===== src/design/wsce_pkg.sv =====
// Shared constants and types for the window slew and clamp engine.
package wsce_pkg;

    // Default sizing of the window table and coordinate storage
    localparam int WINDOWS_DEF    = 8;
    localparam int COORD_BITS_DEF = 12;

    // Fixed field widths on the stream and config ports
    localparam int FIELD_W    = 12;
    localparam int WIN_W      = 3;
    localparam int FUNC_W     = 2;
    localparam int CFG_IDX_W  = 2;
    localparam int CFG_DATA_W = 12;

    // Input tdata layout, lowest bit first
    localparam int IN_WIN_LSB   = 0;
    localparam int IN_X_LSB     = 3;
    localparam int IN_Y_LSB     = 15;
    localparam int IN_W_LSB     = 27;
    localparam int IN_H_LSB     = 39;
    localparam int IN_BOUND_BIT = 51;
    localparam int S_TDATA_W    = 56;

    // Output tdata layout, lowest bit first
    localparam int OUT_WIN_LSB   = 0;
    localparam int OUT_X_LSB     = 3;
    localparam int OUT_Y_LSB     = 15;
    localparam int OUT_W_LSB     = 27;
    localparam int OUT_H_LSB     = 39;
    localparam int OUT_MOVED_BIT = 51;
    localparam int OUT_DEGEN_BIT = 52;
    localparam int M_TDATA_W     = 56;

    // Item function codes
    localparam logic [FUNC_W-1:0] FUNC_SET  = 2'd0;
    localparam logic [FUNC_W-1:0] FUNC_TICK = 2'd1;
    localparam logic [FUNC_W-1:0] FUNC_HIDE = 2'd2;

    // Config register indexes
    localparam logic [CFG_IDX_W-1:0] REG_FRAME_WIDTH  = 2'd0;
    localparam logic [CFG_IDX_W-1:0] REG_FRAME_HEIGHT = 2'd1;
    localparam logic [CFG_IDX_W-1:0] REG_MOVE_STEP    = 2'd2;
    localparam logic [CFG_IDX_W-1:0] REG_SMOOTH       = 2'd3;

    // Config reset values
    localparam logic [CFG_DATA_W-1:0] FRAME_WIDTH_RST  = 12'd640;
    localparam logic [CFG_DATA_W-1:0] FRAME_HEIGHT_RST = 12'd480;
    localparam logic [CFG_DATA_W-1:0] MOVE_STEP_RST    = 12'd20;
    localparam logic                  SMOOTH_RST       = 1'b1;

    // Field slots of one window table row
    localparam int ROW_FIELDS = 8;
    localparam int F_NX = 0;
    localparam int F_NY = 1;
    localparam int F_NW = 2;
    localparam int F_NH = 3;
    localparam int F_GX = 4;
    localparam int F_GY = 5;
    localparam int F_GW = 6;
    localparam int F_GH = 7;

    // Divider status
    typedef struct packed {
        logic busy;
        logic done;
    } div_stat_t;

endpackage


===== src/design/wsce_div.sv =====
// Restoring divider, one quotient bit per cycle, quotient known to fit W bits.
module wsce_div #(
    parameter int W = wsce_pkg::COORD_BITS_DEF
) (
    input  logic                  aclk,
    input  logic                  aresetn,
    input  logic                  start,
    input  logic [2*W-1:0]        num,
    input  logic [W-1:0]          den,
    output wsce_pkg::div_stat_t   stat,
    output logic [W-1:0]          quot
);

    localparam int CNT_W = $clog2(W + 1);

    logic             busy_reg;
    logic             done_reg;
    logic [CNT_W-1:0] cnt_reg;
    logic [W-1:0]     rem_reg;
    logic [W-1:0]     q_reg;
    logic [W-1:0]     den_reg;

    logic [W:0] trial;
    logic [W:0] diff;
    logic       ge;

    // Shift next dividend bit into the partial remainder
    assign trial = {rem_reg, q_reg[W-1]};
    assign diff  = trial - {1'b0, den_reg};
    assign ge    = (trial >= {1'b0, den_reg});

    always_ff @(posedge aclk) begin
        if (!aresetn) begin
            busy_reg <= 1'b0;
            done_reg <= 1'b0;
            cnt_reg  <= '0;
        end else begin
            done_reg <= busy_reg && (cnt_reg == CNT_W'(1));
            if (start) begin
                busy_reg <= 1'b1;
                cnt_reg  <= CNT_W'(W);
            end else if (busy_reg) begin
                cnt_reg <= cnt_reg - CNT_W'(1);
                if (cnt_reg == CNT_W'(1)) begin
                    busy_reg <= 1'b0;
                end
            end
        end
    end

    // Upper half of num is below den, so the remainder stays W bits wide
    always_ff @(posedge aclk) begin
        if (start) begin
            rem_reg <= num[2*W-1:W];
            q_reg   <= num[W-1:0];
            den_reg <= den;
        end else if (busy_reg) begin
            rem_reg <= ge ? diff[W-1:0] : trial[W-1:0];
            q_reg   <= {q_reg[W-2:0], ge};
        end
    end

    assign stat.busy = busy_reg;
    assign stat.done = done_reg;
    assign quot      = q_reg;

endmodule


===== src/design/window_slew_and_clamp_engine_top.sv =====
// Top level of the window slew and clamp engine: window table, sequencer and ports.
//
// Keeps a table of WINDOWS overlay windows (current and goal centre/size) in one
// synchronous RAM row per window and handles one item at a time: set target, tick
// toward the target, or hide. Every item gives exactly one result item. Steps from
// one accepted item to the next: hide, the unused function code, an out-of-range
// window, a tick with nothing to do and an unbounded set target pass accept/read,
// finish and idle; a tick that moves adds the bounding steps S_BND1 to S_BND3; a
// bounded set target adds them too, then the aspect fix-up runs a multiply, a
// compare and, unless the requested height is zero, a one-bit-per-cycle divider of
// COORD_BITS steps. Each table row has a valid flop cleared by reset, so an
// unwritten window reads as all zero and no clearing pass is needed after reset. A
// finished result sits in the output register; the next item is taken while it
// waits, and the sequencer only stalls in its finish step if the previous result
// has still not been taken. Config writes are always accepted (cfg_ready is tied
// high) and must only be issued while the engine is idle.
module window_slew_and_clamp_engine_top #(
    parameter int WINDOWS    = wsce_pkg::WINDOWS_DEF,
    parameter int COORD_BITS = wsce_pkg::COORD_BITS_DEF
) (
    input  logic                                 aclk,
    input  logic                                 aresetn,
    // input items
    input  logic                                 s_tvalid,
    output logic                                 s_tready,
    // window[2:0], target_x[14:3], target_y[26:15], target_w[38:27],
    // target_h[50:39], bound_enable[51], zero fill [55:52]
    input  logic [wsce_pkg::S_TDATA_W-1:0]       s_tdata,
    // func[1:0]
    input  logic [wsce_pkg::FUNC_W-1:0]          s_tuser,
    // result items
    output logic                                 m_tvalid,
    input  logic                                 m_tready,
    // window_out[2:0], cur_x[14:3], cur_y[26:15], cur_w[38:27], cur_h[50:39],
    // moved[51], degenerate[52], zero fill [55:53]
    output logic [wsce_pkg::M_TDATA_W-1:0]       m_tdata,
    // config writes
    input  logic                                 cfg_valid,
    output logic                                 cfg_ready,
    input  logic [wsce_pkg::CFG_IDX_W-1:0]       cfg_index,
    input  logic [wsce_pkg::CFG_DATA_W-1:0]      cfg_data
);

    localparam int CW    = COORD_BITS;
    // signed working width: room for sums, differences and doubled sizes
    localparam int AW    = ((COORD_BITS > wsce_pkg::FIELD_W) ?
                            COORD_BITS : wsce_pkg::FIELD_W) + 3;
    localparam int IDX_W = (WINDOWS > 1) ? $clog2(WINDOWS) : 1;
    localparam logic signed [AW-1:0] COORD_MAX_A = AW'((1 << COORD_BITS) - 1);

    typedef enum logic [8:0] {
        S_IDLE = 9'b000000001,
        S_READ = 9'b000000010,
        S_BND1 = 9'b000000100,
        S_BND2 = 9'b000001000,
        S_BND3 = 9'b000010000,
        S_MUL  = 9'b000100000,
        S_CMP  = 9'b001000000,
        S_DIV  = 9'b010000000,
        S_FIN  = 9'b100000000
    } state_t;

    typedef logic [wsce_pkg::ROW_FIELDS-1:0][CW-1:0] row_t;

    // Saturate a port-width value to the largest coordinate
    function automatic logic signed [AW-1:0] sat_c(input logic [wsce_pkg::FIELD_W-1:0] v);
        logic signed [AW-1:0] e;
        e = $signed(AW'(v));
        return (e > COORD_MAX_A) ? COORD_MAX_A : e;
    endfunction

    function automatic logic signed [AW-1:0] ext_c(input logic [CW-1:0] v);
        return $signed(AW'(v));
    endfunction

    // Move cur toward goal by at most st
    function automatic logic signed [AW-1:0] approach(input logic signed [AW-1:0] cur,
                                                     input logic signed [AW-1:0] goal,
                                                     input logic signed [AW-1:0] st);
        logic signed [AW-1:0] d;
        d = goal - cur;
        if (d > st) begin
            d = st;
        end else if (d < -st) begin
            d = -st;
        end
        return cur + d;
    endfunction

    // ---------------------------------------------------------------- config
    logic [wsce_pkg::CFG_DATA_W-1:0] fw_reg;
    logic [wsce_pkg::CFG_DATA_W-1:0] fh_reg;
    logic [wsce_pkg::CFG_DATA_W-1:0] step_reg;
    logic                            smooth_reg;

    assign cfg_ready = 1'b1;

    always_ff @(posedge aclk) begin
        if (!aresetn) begin
            fw_reg     <= wsce_pkg::FRAME_WIDTH_RST;
            fh_reg     <= wsce_pkg::FRAME_HEIGHT_RST;
            step_reg   <= wsce_pkg::MOVE_STEP_RST;
            smooth_reg <= wsce_pkg::SMOOTH_RST;
        end else if (cfg_valid && cfg_ready) begin
            unique case (cfg_index)
                wsce_pkg::REG_FRAME_WIDTH:  fw_reg     <= cfg_data;
                wsce_pkg::REG_FRAME_HEIGHT: fh_reg     <= cfg_data;
                wsce_pkg::REG_MOVE_STEP:    step_reg   <= cfg_data;
                wsce_pkg::REG_SMOOTH:       smooth_reg <= cfg_data[0];
                default: ;
            endcase
        end
    end

    logic signed [AW-1:0] fw_a;
    logic signed [AW-1:0] fh_a;
    logic signed [AW-1:0] st_a;

    assign fw_a = sat_c(fw_reg);
    assign fh_a = sat_c(fh_reg);
    assign st_a = $signed(AW'(step_reg));

    // ----------------------------------------------------------- window table
    row_t               mem [WINDOWS];
    row_t               rd_row_reg;
    logic [WINDOWS-1:0] valid_reg;
    logic               rd_en;
    logic [IDX_W-1:0]   rd_idx;
    logic               mem_we;
    row_t               new_row;

    // ------------------------------------------------------------- sequencer
    state_t                     state_reg, state_next;
    logic [wsce_pkg::FUNC_W-1:0] func_reg, func_next;
    logic [wsce_pkg::WIN_W-1:0] win_reg, win_next;
    logic [IDX_W-1:0]           idx_reg, idx_next;
    logic                       in_range_reg, in_range_next;
    logic                       bound_en_reg, bound_en_next;
    logic                       bounded_reg, bounded_next;
    logic signed [AW-1:0]       x_reg, x_next;
    logic signed [AW-1:0]       y_reg, y_next;
    logic signed [AW-1:0]       w_reg, w_next;
    logic signed [AW-1:0]       h_reg, h_next;
    logic [CW-1:0]              rw_reg, rw_next;
    logic [CW-1:0]              rh_reg, rh_next;
    row_t                       old_row_reg, old_row_next;
    logic [2*CW-1:0]            p1_reg, p1_next;
    logic [2*CW-1:0]            p2_reg, p2_next;
    logic                       div_to_h_reg, div_to_h_next;
    logic                       m_tvalid_reg, m_tvalid_next;
    logic [wsce_pkg::M_TDATA_W-1:0] m_tdata_reg, m_tdata_next;

    // divider hookup
    logic                  div_start;
    logic [2*CW-1:0]       div_num;
    logic [CW-1:0]         div_den;
    wsce_pkg::div_stat_t   div_stat;
    logic [CW-1:0]         div_quot;

    wsce_div #(
        .W (CW)
    ) u_div (
        .aclk    (aclk),
        .aresetn (aresetn),
        .start   (div_start),
        .num     (div_num),
        .den     (div_den),
        .stat    (div_stat),
        .quot    (div_quot)
    );

    assign s_tready = (state_reg == S_IDLE);
    assign rd_en    = s_tvalid && s_tready;
    assign rd_idx   = IDX_W'(s_tdata[wsce_pkg::IN_WIN_LSB +: wsce_pkg::WIN_W]);

    // unwritten rows read as zero
    row_t row_in;
    assign row_in = valid_reg[idx_reg] ? rd_row_reg : '0;

    always_comb begin
        logic signed [AW-1:0] cx, cy, cw, ch, gx, gy, gw, gh;
        logic signed [AW-1:0] wt, ht;
        logic                 snap;
        logic                 adjust;
        logic                 fire;
        logic                 moved;
        logic                 degen;

        state_next    = state_reg;
        func_next     = func_reg;
        win_next      = win_reg;
        idx_next      = idx_reg;
        in_range_next = in_range_reg;
        bound_en_next = bound_en_reg;
        bounded_next  = bounded_reg;
        x_next        = x_reg;
        y_next        = y_reg;
        w_next        = w_reg;
        h_next        = h_reg;
        rw_next       = rw_reg;
        rh_next       = rh_reg;
        old_row_next  = old_row_reg;
        p1_next       = p1_reg;
        p2_next       = p2_reg;
        div_to_h_next = div_to_h_reg;
        m_tvalid_next = m_tvalid_reg && !m_tready;
        m_tdata_next  = m_tdata_reg;
        div_start     = 1'b0;
        div_num       = p1_reg;
        div_den       = rw_reg;
        mem_we        = 1'b0;
        new_row       = old_row_reg;

        cx = ext_c(row_in[wsce_pkg::F_NX]);
        cy = ext_c(row_in[wsce_pkg::F_NY]);
        cw = ext_c(row_in[wsce_pkg::F_NW]);
        ch = ext_c(row_in[wsce_pkg::F_NH]);
        gx = ext_c(row_in[wsce_pkg::F_GX]);
        gy = ext_c(row_in[wsce_pkg::F_GY]);
        gw = ext_c(row_in[wsce_pkg::F_GW]);
        gh = ext_c(row_in[wsce_pkg::F_GH]);
        snap   = (cw == '0) && (ch == '0);
        adjust = snap || (cx != gx) || (cy != gy) || (cw != gw) || (ch != gh);
        wt     = '0;
        ht     = '0;
        fire   = !m_tvalid_reg || m_tready;
        moved  = 1'b0;
        degen  = 1'b0;

        unique case (state_reg)
            S_IDLE: begin
                if (rd_en) begin
                    func_next     = s_tuser;
                    win_next      = s_tdata[wsce_pkg::IN_WIN_LSB +: wsce_pkg::WIN_W];
                    idx_next      = rd_idx;
                    in_range_next = (32'(s_tdata[wsce_pkg::IN_WIN_LSB +: wsce_pkg::WIN_W])
                                     < 32'(WINDOWS));
                    bound_en_next = s_tdata[wsce_pkg::IN_BOUND_BIT];
                    bounded_next  = 1'b0;
                    x_next  = sat_c(s_tdata[wsce_pkg::IN_X_LSB +: wsce_pkg::FIELD_W]);
                    y_next  = sat_c(s_tdata[wsce_pkg::IN_Y_LSB +: wsce_pkg::FIELD_W]);
                    w_next  = sat_c(s_tdata[wsce_pkg::IN_W_LSB +: wsce_pkg::FIELD_W]);
                    h_next  = sat_c(s_tdata[wsce_pkg::IN_H_LSB +: wsce_pkg::FIELD_W]);
                    rw_next = CW'(sat_c(s_tdata[wsce_pkg::IN_W_LSB +: wsce_pkg::FIELD_W]));
                    rh_next = CW'(sat_c(s_tdata[wsce_pkg::IN_H_LSB +: wsce_pkg::FIELD_W]));
                    state_next = S_READ;
                end
            end
            S_READ: begin
                old_row_next = row_in;
                state_next   = S_FIN;
                if (in_range_reg) begin
                    case (func_reg)
                        wsce_pkg::FUNC_SET: begin
                            // work regs already hold the saturated target
                            if (bound_en_reg) begin
                                bounded_next = 1'b1;
                                state_next   = S_BND1;
                            end
                        end
                        wsce_pkg::FUNC_TICK: begin
                            // a window with no size snaps to its goal size, centred
                            x_next = snap ? (gw >>> 1) : approach(cx, gx, st_a);
                            y_next = snap ? (gh >>> 1) : approach(cy, gy, st_a);
                            w_next = snap ? gw : approach(cw, gw, st_a);
                            h_next = snap ? gh : approach(ch, gh, st_a);
                            if (adjust) begin
                                bounded_next = 1'b1;
                                state_next   = S_BND1;
                            end
                        end
                        wsce_pkg::FUNC_HIDE: begin
                            x_next = cx;
                            y_next = cy;
                            w_next = '0;
                            h_next = '0;
                        end
                        default: begin
                            x_next = cx;
                            y_next = cy;
                            w_next = cw;
                            h_next = ch;
                        end
                    endcase
                end
            end
            S_BND1: begin
                // clamp size and centre to the frame
                w_next = (w_reg < 0) ? '0 : ((w_reg > fw_a) ? fw_a : w_reg);
                h_next = (h_reg < 0) ? '0 : ((h_reg > fh_a) ? fh_a : h_reg);
                x_next = (x_reg < 0) ? '0 : ((x_reg > fw_a) ? fw_a : x_reg);
                y_next = (y_reg < 0) ? '0 : ((y_reg > fh_a) ? fh_a : y_reg);
                state_next = S_BND2;
            end
            S_BND2: begin
                // left / top edge
                if (x_reg - (w_reg >>> 1) < 0) begin
                    w_next = x_reg <<< 1;
                end
                if (y_reg - (h_reg >>> 1) < 0) begin
                    h_next = y_reg <<< 1;
                end
                state_next = S_BND3;
            end
            S_BND3: begin
                // right / bottom edge, negative widths saturate to zero
                wt = (x_reg + (w_reg >>> 1) > fw_a) ? ((fw_a - x_reg - 1) <<< 1) : w_reg;
                ht = (y_reg + (h_reg >>> 1) > fh_a) ? ((fh_a - y_reg - 1) <<< 1) : h_reg;
                w_next = (wt < 0) ? '0 : wt;
                h_next = (ht < 0) ? '0 : ht;
                state_next = (func_reg == wsce_pkg::FUNC_SET) ? S_MUL : S_FIN;
            end
            S_MUL: begin
                p1_next = (2*CW)'(w_reg[CW-1:0]) * (2*CW)'(rh_reg);
                p2_next = (2*CW)'(rw_reg) * (2*CW)'(h_reg[CW-1:0]);
                state_next = S_CMP;
            end
            S_CMP: begin
                if (rh_reg == '0) begin
                    h_next     = '0;
                    state_next = S_FIN;
                end else begin
                    div_start = 1'b1;
                    if (p1_reg < p2_reg) begin
                        div_num       = p1_reg;
                        div_den       = rw_reg;
                        div_to_h_next = 1'b1;
                    end else begin
                        div_num       = p2_reg;
                        div_den       = rh_reg;
                        div_to_h_next = 1'b0;
                    end
                    state_next = S_DIV;
                end
            end
            S_DIV: begin
                if (div_stat.done) begin
                    if (div_to_h_reg) begin
                        h_next = ext_c(div_quot);
                    end else begin
                        w_next = ext_c(div_quot);
                    end
                    state_next = S_FIN;
                end
            end
            S_FIN: begin
                case (func_reg)
                    wsce_pkg::FUNC_SET: begin
                        new_row[wsce_pkg::F_GX] = x_reg[CW-1:0];
                        new_row[wsce_pkg::F_GY] = y_reg[CW-1:0];
                        new_row[wsce_pkg::F_GW] = w_reg[CW-1:0];
                        new_row[wsce_pkg::F_GH] = h_reg[CW-1:0];
                        if (!smooth_reg) begin
                            new_row[wsce_pkg::F_NX] = x_reg[CW-1:0];
                            new_row[wsce_pkg::F_NY] = y_reg[CW-1:0];
                            new_row[wsce_pkg::F_NW] = w_reg[CW-1:0];
                            new_row[wsce_pkg::F_NH] = h_reg[CW-1:0];
                        end
                    end
                    wsce_pkg::FUNC_TICK, wsce_pkg::FUNC_HIDE: begin
                        new_row[wsce_pkg::F_NX] = x_reg[CW-1:0];
                        new_row[wsce_pkg::F_NY] = y_reg[CW-1:0];
                        new_row[wsce_pkg::F_NW] = w_reg[CW-1:0];
                        new_row[wsce_pkg::F_NH] = h_reg[CW-1:0];
                    end
                    default: ;
                endcase
                moved = in_range_reg && (new_row[3:0] != old_row_reg[3:0]);
                degen = in_range_reg && bounded_reg && ((w_reg == '0) || (h_reg == '0));
                if (fire) begin
                    mem_we        = in_range_reg;
                    m_tvalid_next = 1'b1;
                    m_tdata_next  = '0;
                    m_tdata_next[wsce_pkg::OUT_WIN_LSB +: wsce_pkg::WIN_W] = win_reg;
                    if (in_range_reg) begin
                        m_tdata_next[wsce_pkg::OUT_X_LSB +: wsce_pkg::FIELD_W] =
                            wsce_pkg::FIELD_W'(new_row[wsce_pkg::F_NX]);
                        m_tdata_next[wsce_pkg::OUT_Y_LSB +: wsce_pkg::FIELD_W] =
                            wsce_pkg::FIELD_W'(new_row[wsce_pkg::F_NY]);
                        m_tdata_next[wsce_pkg::OUT_W_LSB +: wsce_pkg::FIELD_W] =
                            wsce_pkg::FIELD_W'(new_row[wsce_pkg::F_NW]);
                        m_tdata_next[wsce_pkg::OUT_H_LSB +: wsce_pkg::FIELD_W] =
                            wsce_pkg::FIELD_W'(new_row[wsce_pkg::F_NH]);
                    end
                    m_tdata_next[wsce_pkg::OUT_MOVED_BIT] = moved;
                    m_tdata_next[wsce_pkg::OUT_DEGEN_BIT] = degen;
                    state_next = S_IDLE;
                end
            end
            default: state_next = S_IDLE;
        endcase
    end

    // control state
    always_ff @(posedge aclk) begin
        if (!aresetn) begin
            state_reg    <= S_IDLE;
            m_tvalid_reg <= 1'b0;
            valid_reg    <= '0;
        end else begin
            state_reg    <= state_next;
            m_tvalid_reg <= m_tvalid_next;
            if (mem_we) begin
                valid_reg[idx_reg] <= 1'b1;
            end
        end
    end

    // payload
    always_ff @(posedge aclk) begin
        func_reg     <= func_next;
        win_reg      <= win_next;
        idx_reg      <= idx_next;
        in_range_reg <= in_range_next;
        bound_en_reg <= bound_en_next;
        bounded_reg  <= bounded_next;
        x_reg        <= x_next;
        y_reg        <= y_next;
        w_reg        <= w_next;
        h_reg        <= h_next;
        rw_reg       <= rw_next;
        rh_reg       <= rh_next;
        old_row_reg  <= old_row_next;
        p1_reg       <= p1_next;
        p2_reg       <= p2_next;
        div_to_h_reg <= div_to_h_next;
        m_tdata_reg  <= m_tdata_next;
    end

    // window table RAM, registered read
    always_ff @(posedge aclk) begin
        if (mem_we) begin
            mem[idx_reg] <= new_row;
        end
        if (rd_en) begin
            rd_row_reg <= mem[rd_idx];
        end
    end

    assign m_tvalid = m_tvalid_reg;
    assign m_tdata  = m_tdata_reg;

    // -------------------------------------------------------------- checks
    // a row written back is marked valid on the next cycle
    a_row_valid: assert property (@(posedge aclk) disable iff (!aresetn)
        mem_we |=> valid_reg[$past(idx_reg)])
        else $error("written row not marked valid");

    // divider only runs while the sequencer waits on it
    a_div_owned: assert property (@(posedge aclk) disable iff (!aresetn)
        (div_stat.busy || div_stat.done) |-> (state_reg == S_DIV))
        else $error("divider active outside divide step");

    // a new result only comes out of the finish step
    a_result_src: assert property (@(posedge aclk) disable iff (!aresetn)
        $rose(m_tvalid_reg) |-> ($past(state_reg) == S_FIN))
        else $error("result raised outside finish step");

    // bounded size fits the frame before the aspect fix-up
    a_bound_fit: assert property (@(posedge aclk) disable iff (!aresetn)
        (state_reg == S_MUL) |-> ((w_reg >= 0) && (w_reg <= fw_a) &&
                                  (h_reg >= 0) && (h_reg <= fh_a)))
        else $error("bounded size outside frame");

endmodule


===== config.mk =====
export PLATFORM = sky130hd
export DESIGN_NAME = window_slew_and_clamp_engine_top
export DESIGN_NICKNAME = d
export VERILOG_FILES = /design/src/design/wsce_pkg.sv /design/src/design/wsce_div.sv /design/src/design/window_slew_and_clamp_engine_top.sv
export SDC_FILE = /design/constraint.sdc
export NUM_CORES = 2
export LEC_CHECK = 0
export BUFFER_PORTS_ARGS = -buffer_cell sky130_fd_sc_hd__buf_2
export CAP_MARGIN = 20
export CORE_MARGIN = 4
export CORE_UTILIZATION = 28
export CTS_CLUSTER_SIZE = 25
export DETAILED_ROUTE_END_ITERATION = 12
export MAX_ROUTING_LAYER = met4
export PLACE_DENSITY = 0.45
export SLEW_MARGIN = 20
export SYNTH_ARGS = -nofsm -noshare
export SYNTH_HDL_FRONTEND = slang
export SYNTH_SLANG_ARGS = --single-unit

===== constraint.sdc =====
create_clock -name aclk -period 17.8 [get_ports aclk]
set_input_delay 3.56 -clock aclk [delete_from_list [all_inputs] [get_ports aclk]]
set_output_delay 3.56 -clock aclk [all_outputs]
set_load 0.005 [all_outputs]

==> results.md <==
- Outcome: finished clean
- Asr flop ratio synth: 0
- Largest family of logic cells by synthesized area: adder cells
- Clk buf depth: 3
- Crit-path max cell delay: 0.73 ns
- # fillers: 25.9k
- First-pass GRT wire length: 377 mm
- DIE HEIGHT: 518 um
- Flop2flop setup slack: 6.96 ns
- Post-synth EDFFs: 1189
- Clock transition at path regs: 0.06 ns
- Peak VDD IR: 0.148 mV
- CTS Buf Count: 141
- Sequential area share after synthesis: 0.507
- HPWL Detailed: 196 mm
- Area contributors post-synth: edfxtp_1 (49%), ha_1 (8.7%), mux4_2 (6.0%), fa_1 (5.8%), nand2_1 (3.7%)
- Initial DRT Pass Iterations: 6
- Lkg Pwr: 31.4 nW
- Max-cap violations: 0
- Via density per instance: 5.20
- Switching Share: 0.333
- Final setup viols: 0
- Clock latency on the worst-skew pair: 0.82 ns
- Share of the synthesized area in the top cell type: 0.490
- Synth Area in XOR/XNOR: 0.0203
- Vias: 50.1k
- Syn Area/Cell: 12.1 sq um
- Total Routing Usage GR: 0.200
- Max Slew Vio Count: 0
- Hold WC Path Type: reg -> reg
- Worst Max-Slew Pin Slew: 1.19 ns
- Initial DRC Count: 5386
- Mapped Cells: 6016
- CTS tree: yes
- Simple-gate share of the synthesized area: 0.0998
- IO Count: 136
- Post-Synth Adder-Cell Area: 0.146
- Critical Path AT: 11.34 ns
- DRC: 0
- Post-CTS sizing: 0
- Clock Sink Count: 1250
- NetSw: 3.23 mW
- Internal power: 6.47 mW
- Clock root buffer: clkbuf_16
- Area leader, netlist: edfxtp_1
- Worst Hold Slack: 0.467 ns
- Wl on met1: 121 mm
- Initial core utilization: 0.282
- Wire length per cell: 27.7 um
- Period utilization: 0.609
- Hold-fix buffers, CTS: 0
- RR Startpoint: idx_reg[0]
- Fin util: 0.320
- Final critical-path required period: 10.84 ns
- Die Span X: 518 um
- Worst R2R Path Depth: 38
- Count leader, synth: edfxtp_1
- Antenna viol nets, final: 0
- Clock Power Share: 0.301
- Number of synthesized register bits: 1250
- Cell Rows: 186
- DR top layer: met4
- Layout area overhead: 13.3%
- Final hold vios: 0
- RePlAce Congestion: 0.972
- Placed Instance Area: 77800 sq um
- Hold path endpoint: valid_reg[5]
- Worst Setup End Kind: register
- Compound-gate portion of the synthesized area: 0.100
- Logic pwr share: 0.334
- Design area: 82500 sq um
- CP Launch Type: register
- Met3 wire len: 16.2 mm
- Multi-input logic area: 33000 sq um
- Fin nets: 6953
- Max reg flops: 768
- PD cells: 118 nW/um^2
- Skew final: 0.0662 ns
- Crit path launch: idx_reg[0]
- Post-CTS Setup Bufs: 0
- Initial antenna violation count: 29
- Final WL: 267 mm
- Crit-path slowest cell: mux4_2
- Crit-path max FO: 51
- Pwr Total: 9.70 mW
- Primary FF master, synth: edfxtp_1
- Setup total negative slack: 0 ns
- Req. time, crit path: 18.30 ns
- Most instantiated cells after synthesis: edfxtp_1 (1189), nand2_1 (714), inv_1 (548)
- Sequential cell area: 36900 sq um
- Worst hold stages: 1
- Relative slew margins: 0.200
- # port buffers: 127
- Full die area: 268000 sq um
- H-tree depth: 4
- Min-delay src: valid_reg[5]
- Crit Path Category: reg -> reg
- Largest net degree at the start of global routing: 109
- Achievable frequency: 92.2 MHz
- Met2 routed WL: 121 mm
- Core area: 258000 sq um
- Grt ovf: 0
- Ys Warns: 0
- Capture point of the worst reg-to-reg path: x_reg[14]
- Netlist cell types: 97
- Cell area after technology mapping: 72800 sq um
- Multiplexer area fraction after synthesis: 0.0844
- Reg power frac: 0.365
- Ratio of cells with drive above 1 in the final layout: 0.131
- RSZ-0062 raised after global routing: false
- Vias in the first global route: 49.3k
power groups by stage:
stage / Clock (mW) / Sequential, mW / Combinational [mW]
after floorplan: 0 / 3.53 / 2.41
after global placement: 0 / 3.60 / 3.25
after detailed placement: 0 / 3.60 / 3.27
after CTS: 3.00 / 3.54 / 3.29
after global routing: 3.12 / 3.54 / 3.73
final: 2.92 / 3.54 / 3.24
through the flow:
step                std cells  worst slack, ns
global placement         9394             7.28
floorplan                6018             4.20
detailed placement       9394             7.28
CTS                      9638             7.21
global route             9643             6.45
finish                   9646             6.96
metal layers:
layer  GRT usage  vias to the layer above
met3      0.0278                      371
met2       0.308                     1742
met4      0.0543                        0
li1            -                    22232
met5           -                        -
met1       0.276                    25776
kinds of logic after synthesis:
kind of cell	count (synthesis)
compound gates	1123
xor+xnor	169
fa+ha+maj	722
buf+inv	805
flops	1250
mux	356
other cells	2
simple gates	1589
critical path: cells and delay by family, from the launching register on:
family                     cells  cell delay [ns]
AOI/OAI and AO/OA             19             4.05
adders and majority gates      4             1.20
buffers and inverters          7             1.95
DFF                            1             0.53
muxes                          1             0.73
and+or+nand+nor                7             2.01
cell usage in the layout, fill, tap and decap left out, types with 79 or more instances in the layout:
master and count:
buf_4 117, mux2_2 118, a21oi_1 236, and2_1 159
nor2_1 302, o21ai_0 265, mux4_2 194, fa_1 211
inv_1 547, a21o_1 79, ha_1 508, buf_2 126
edfxtp_1 1189, nand2_1 712, clkbuf_16 146, nor3_1 84
xnor2_1 121
layout make-up:
class,count,share of cell area
Multi-Input combinational cell,3963,0.400
Antenna cell,5,0.000152
Clock inverter,75,0.0103
Timing Repair Buffer,248,0.0194
Sequential cell,1250,0.448
Tap cell,3384,0.0513
Clock buffer,169,0.0456
Inverter,552,0.0252
worst max path at each step:
stage                 to  slack, ns
3_3_place_gp   x_reg[13]       7.28
2_1_floorplan  mem[1][0]       4.20
4_1_cts        x_reg[13]       7.21
3_5_place_dp   x_reg[13]       7.28
5_1_grt        x_reg[13]       6.45
6_report       x_reg[14]       6.96
Power figures use the tool's default switching activity.
